File: config.mk
export PLATFORM = sky130hd
export DESIGN_NAME = stbs_ctrl
export DESIGN_NICKNAME = d
export VERILOG_FILES = /design/src/sv/stbs_pkg.sv /design/src/sv/stbs_ctrl.sv
export SDC_FILE = /design/constraint.sdc
export NUM_CORES = 1
export LEC_CHECK = 0
export BUFFER_PORTS_ARGS = -buffer_cell sky130_fd_sc_hd__buf_2
export CORE_AREA = 2 2 39 41
export CTS_CLUSTER_DIAMETER = 80
export CTS_CLUSTER_SIZE = 12
export DETAILED_ROUTE_END_ITERATION = 10
export DIE_AREA = 0 0 41 43
export PLACE_DENSITY = 0.45
export REMOVE_ABC_BUFFERS = 1
export SLEW_MARGIN = 10
export SYNTH_ARGS = -nofsm -noshare
export SYNTH_HDL_FRONTEND = slang
export SYNTH_SLANG_ARGS = --single-unit
File: constraint.sdc
create_clock -name clock -period 1.1 [get_ports clock]
set_input_delay 0.11 -clock clock [delete_from_list [all_inputs] [get_ports clock]]
set_output_delay 0.11 -clock clock [all_outputs]
set_load 0.1 [all_outputs]
File: src/sv/stbs_pkg.sv
// Shared types and constants for the sorted table binary search block.
package stbs_pkg;

   // Fixed field widths of the item and result beats
   localparam int KIND_BITS  = 1;
   localparam int INDEX_BITS = 8;
   localparam int ITEM_BITS  = 32;
   localparam int COUNT_BITS = 9;
   localparam int POS_BITS   = 8;

   // Defaults for the top-level parameters
   localparam int DEF_TABLE_DEPTH = 256;
   localparam int DEF_VALUE_BITS  = 32;

   // Item kinds
   localparam logic [KIND_BITS-1:0] KIND_WRITE  = 1'b0;
   localparam logic [KIND_BITS-1:0] KIND_SEARCH = 1'b1;

   typedef struct packed {
      logic [KIND_BITS-1:0]         kind;
      logic [INDEX_BITS-1:0]        entry_index;
      logic signed [ITEM_BITS-1:0]  item_value;
   } req_type;

   typedef struct packed {
      logic                found;
      logic [POS_BITS-1:0] position;
   } rsp_type;

   // Controller to datapath commands
   typedef struct packed {
      logic write;   // store the accepted write beat
      logic load;    // take the key and set up the bounds
      logic probe;   // issue the midpoint read
      logic step;    // compare and narrow the bounds
      logic post;    // load the result register
   } cmd_type;

   // Datapath to controller status
   typedef struct packed {
      logic range_empty;  // low bound has passed the high bound
      logic match;        // key equals the entry just read
   } sts_type;

endpackage

File: src/sv/stbs_ctrl.sv
// Controller: sequences write beats and the probe loop of each search.
module stbs_ctrl (
   input  logic                              clock,
   input  logic                              reset,
   input  logic                              req_valid,
   output logic                              req_stall,
   input  logic [stbs_pkg::KIND_BITS-1:0]    req_kind,
   output logic                              rsp_valid,
   input  logic                              rsp_stall,
   input  stbs_pkg::sts_type                 sts,
   output stbs_pkg::cmd_type                 cmd
);
   import stbs_pkg::*;

   localparam logic [1:0] ST_IDLE   = 2'd0;
   localparam logic [1:0] ST_PROBE  = 2'd1;
   localparam logic [1:0] ST_CHECK  = 2'd2;
   localparam logic [1:0] ST_FINISH = 2'd3;

   logic [1:0] state_ff, state_in;
   logic       rsp_valid_ff, rsp_valid_in;
   logic       req_take;
   logic       slot_free;

   assign req_stall = (state_ff != ST_IDLE);
   assign req_take  = req_valid && !req_stall;
   assign slot_free = !rsp_valid_ff || !rsp_stall;

   // Next state and commands
   always_comb begin
      state_in = state_ff;
      cmd      = '0;
      case (state_ff)
         ST_IDLE: begin
            if (req_take) begin
               if (req_kind == KIND_SEARCH) begin
                  cmd.load = 1'b1;
                  state_in = ST_PROBE;
               end else begin
                  cmd.write = 1'b1;
               end
            end
         end
         ST_PROBE: begin
            if (sts.range_empty) begin
               state_in = ST_FINISH;
            end else begin
               cmd.probe = 1'b1;
               state_in  = ST_CHECK;
            end
         end
         ST_CHECK: begin
            cmd.step = 1'b1;
            state_in = sts.match ? ST_FINISH : ST_PROBE;
         end
         ST_FINISH: begin
            if (slot_free) begin
               cmd.post = 1'b1;
               state_in = ST_IDLE;
            end
         end
         default: begin
            state_in = ST_IDLE;
         end
      endcase
   end

   // Result valid: set on post, cleared when the beat is taken
   always_comb begin
      rsp_valid_in = rsp_valid_ff;
      if (cmd.post) begin
         rsp_valid_in = 1'b1;
      end else if (rsp_valid_ff && !rsp_stall) begin
         rsp_valid_in = 1'b0;
      end
   end

   always_ff @(posedge clock) begin
      if (reset) begin
         state_ff     <= ST_IDLE;
         rsp_valid_ff <= 1'b0;
      end else begin
         state_ff     <= state_in;
         rsp_valid_ff <= rsp_valid_in;
      end
   end

   assign rsp_valid = rsp_valid_ff;

   // A waiting result is never overwritten
   a_post_free: assert property (@(posedge clock) disable iff (reset)
      cmd.post |-> slot_free)
      else $error("result posted over a waiting beat");

   // Posting a result raises valid next cycle
   a_post_valid: assert property (@(posedge clock) disable iff (reset)
      cmd.post |=> rsp_valid_ff)
      else $error("posted result not valid");

   // Every compare follows a read issued the cycle before
   a_check_after_probe: assert property (@(posedge clock) disable iff (reset)
      (state_ff == ST_CHECK) |-> $past(cmd.probe))
      else $error("compare without a preceding read");

   // An accepted search starts the probe loop
   a_search_starts: assert property (@(posedge clock) disable iff (reset)
      (req_take && (req_kind == KIND_SEARCH)) |=> (state_ff == ST_PROBE))
      else $error("search beat did not start probing");

endmodule

==> summary.txt <==
Route
  • ANT nets after route: 0
  • Vias per Instance: between 4 and 5
  • Initial DRC Count: 4
  • Routed WL: roughly 550 um
  • Wire length per cell: 9.52 um
  • Routed vias: 240
  • First drt pass iteration count: 4
  • Residual DRC: 0

STA
  • Worst-Margin Slew: around 270 ps
  • Unrepaired setup endpoints after global routing: yes
  • Slew Limit Fails: 0
  • Fin crit share: 124%
  • Layout Skew: about 1.2 ps
  • Crit path time final: 1370 ps
  • Post-route setup slack: -265 ps
  • Achievable frequency: ~730 MHz
  • Slew Limit Headroom: 81.6%
  • Final setup viols: 6
  • Final hold vios: 0

Logic synthesis
  • Cell taking the most area after synthesis: dfxtp_1
  • Post-synth cell types: 12
  • Synthesized area: between 150 and 200 um2
  • Number of synthesized flops with an enable pin: 0
  • Post-synthesis sequential area ratio: between 30% and 40%
  • Largest cells by area after synthesis: dfxtp_1 35%, a21oi_1 8.6%, a2111oi_2 8.6%
  • Post-synthesis average cell area: around 9.7 um2
  • Synth Instances: 18
  • Main synth FF type: dfxtp_1
  • Asr flop ratio synth: 0%
  • Yosys reg bits: 3
  • YS warnings: 0
  • Commonest cells post-synth: 3 x a21oi_1, 3 x dfxtp_1, 2 x a211oi_1, 2 x nand2_1
  • Synth top area share: 34.5%

Clock network
  • Clock transition at path regs: 40 ps
  • TritonCTS clock tree: done
  • CTS Buf Count: 3
  • Longest Clk Path Bufs: 2
  • CTS H-Tree Depth: 1
  • Clock Root Buffer: clkbuf_4
  • CTS sink count: 3
  • Worst skew pair latency: 230 ps

Power
  • Sequential power share: between 15 and 20%
  • Switching Fraction: between 40 and 50%
  • Clock power share: between 20 and 30%
  • Combinational power share: between 50% and 60%
  • Internal power: ~420 uW
  • Peak VDD IR: 0.562 mV
  • Power Dens Cells: about 1500 nW/um2
  • Sw power: about 280 uW
  • Leakage: 0.201 nW

Critical path
  • Critical Path Max Stage Delay: between 300 and 400 ps
  • Worst Path Max Fanout: 4
  • Top delay family on crit path: simple AND/OR/NAND/NOR gates
  • Buffers & Inverters on Critical Path: 2
  • R2R Setup Slk: 30 ps
  • CP Data Required Time: 990 ps
  • Crit path kind: flop to primary output
  • Crit end category: primary output
  • CP Launch Type: flop
  • Slowest CP cell: dfxtp_2
  • Worst-path cell chain: or2_4 > nor3b_2 > buf_4 > buf_12
  • WP data arrival: roughly 1300 ps

Place
  • Setup WS pre-CTS: -71.8 ps
  • PortBufs: 13
  • Final HPWL DP: around 400 um
  • Final Wtd Congestion: approximately 0.75
  • Area after DPL: roughly 410 um2

Run
  • Max_cap viols: 0

Cells and area
  • Final Cell Area: approximately 480 um2
  • Area Growth Syn to Fin: 173%
  • FILL cells: approximately 150
  • Ant diodes: 0
  • Share of post-route cells with drive strength above 1: approximately four fifths
  • Nets: 50

Floorplanning
  • Initial core utilization: 12.6%
  • Die height: around 43 um
  • Die area: roughly 1800 um2
  • Core area: approximately 1400 um2
  • I/O pin cnt: 14
  • Chip width: a little over 40 um
  • FP Rows: 14

GRT
  • Initial antenna violation count: 0
  • First-pass GRT wire length: around 960 um
  • Grt total ovfl: 0
  • All-Layer GR Usage: approximately 8.3%
  • Vias in the first global route: about 230
  • Pin count of the biggest net entering global routing: 5

Run status
  • Failing checks: setup timing
  • Status: finished, violations left

Hold path
  • Worst min-delay path class: input pin to flop
-- cells by family (layout without fill, tap and decap cells) --
kind of cell | count (synthesis) | count (layout) | share of synthesized area (%)
compound gates | 6 | 6 | 25.9
buf+inv | 1 | 25 | 4.32
flops | 3 | 3 | 34.5
simple gates | 8 | 8 | 35.3
-- routing by layer --
layer  track usage [%]  up-vias  share of wire (%)
met2              10.6       18                 42
li1                  -      117                  -
met3              6.81        0                 12
met1              9.58      105                 46
met5                 0        -                  0
met4              4.00        0                  0
-- cells in the final DEF (no fill, tap or decap) --
cell type	n
clkbuf_1	1
nor2b_4	1
buf_6	3
a21oi_1	2
or2_4	1
and4bb_2	1
dfxtp_1	1
clkbuf_4	3
a211oi_1	2
a2111oi_2	1
dfxtp_2	2
buf_12	7
and2_4	1
a21oi_2	1
nor3b_2	2
buf_4	5
nand2_1	2
buf_2	6
-- power groups by stage --
stage / clock network [mW] / registers, mW / logic [mW]
detailed placement: 0 / 0.128 / 0.350
global route: 0.210 / 0.131 / 0.399
finish: 0.193 / 0.130 / 0.383
global placement: 0 / 0.128 / 0.350
floorplan: 0 / 0.139 / 0.183
CTS: 0.207 / 0.130 / 0.385
-- state kept, by name, summed over array words and instances, names as in the netlist --
| name | flops |
|---|---|
| state_ff | 2 |
| rsp_valid | 1 |
-- final cells by class --
cell class / instances / area [um2] / area share [%]
Timing Repair Buffer: 21 / 241 / 50.8
Tap cell: 16 / 20.0 / 4.21
Clock buffer: 4 / 26.3 / 5.53
Sequential cell: 3 / 62.6 / 13.2
Multi-Input combinational cell: 14 / 125 / 26.3
-- timing repair --
action                     CTS  global route
cloned                       0             0
setup endpoints to repair    6             7
setup buffers                2             0
hold buffers                 0             0
pin swaps                    3             1
gates resized for setup     10             0
-- stage by stage --
stage,total power [mW],util (%),TNS [ps],hold WS (ps),instances
floorplan,0.322,-,-6800,179,17
global placement,0.478,29.6,-70.7,318,53
detailed placement,0.478,29.6,-71.8,317,53
CTS,0.722,34.4,-1110,61.6,58
global route,0.741,34.4,-1310,74.0,58
finish,0.706,34.4,-1040,73.5,58
-- final timing paths --
check              start          end  cells after the start
max          state_ff[0]       cmd[4]                      4
min                reset  state_ff[0]                      2
max reg2reg  state_ff[0]  state_ff[0]                      3
min reg2reg    rsp_valid  state_ff[0]                      2
Note: power is estimated with default switching activity, not from simulation.
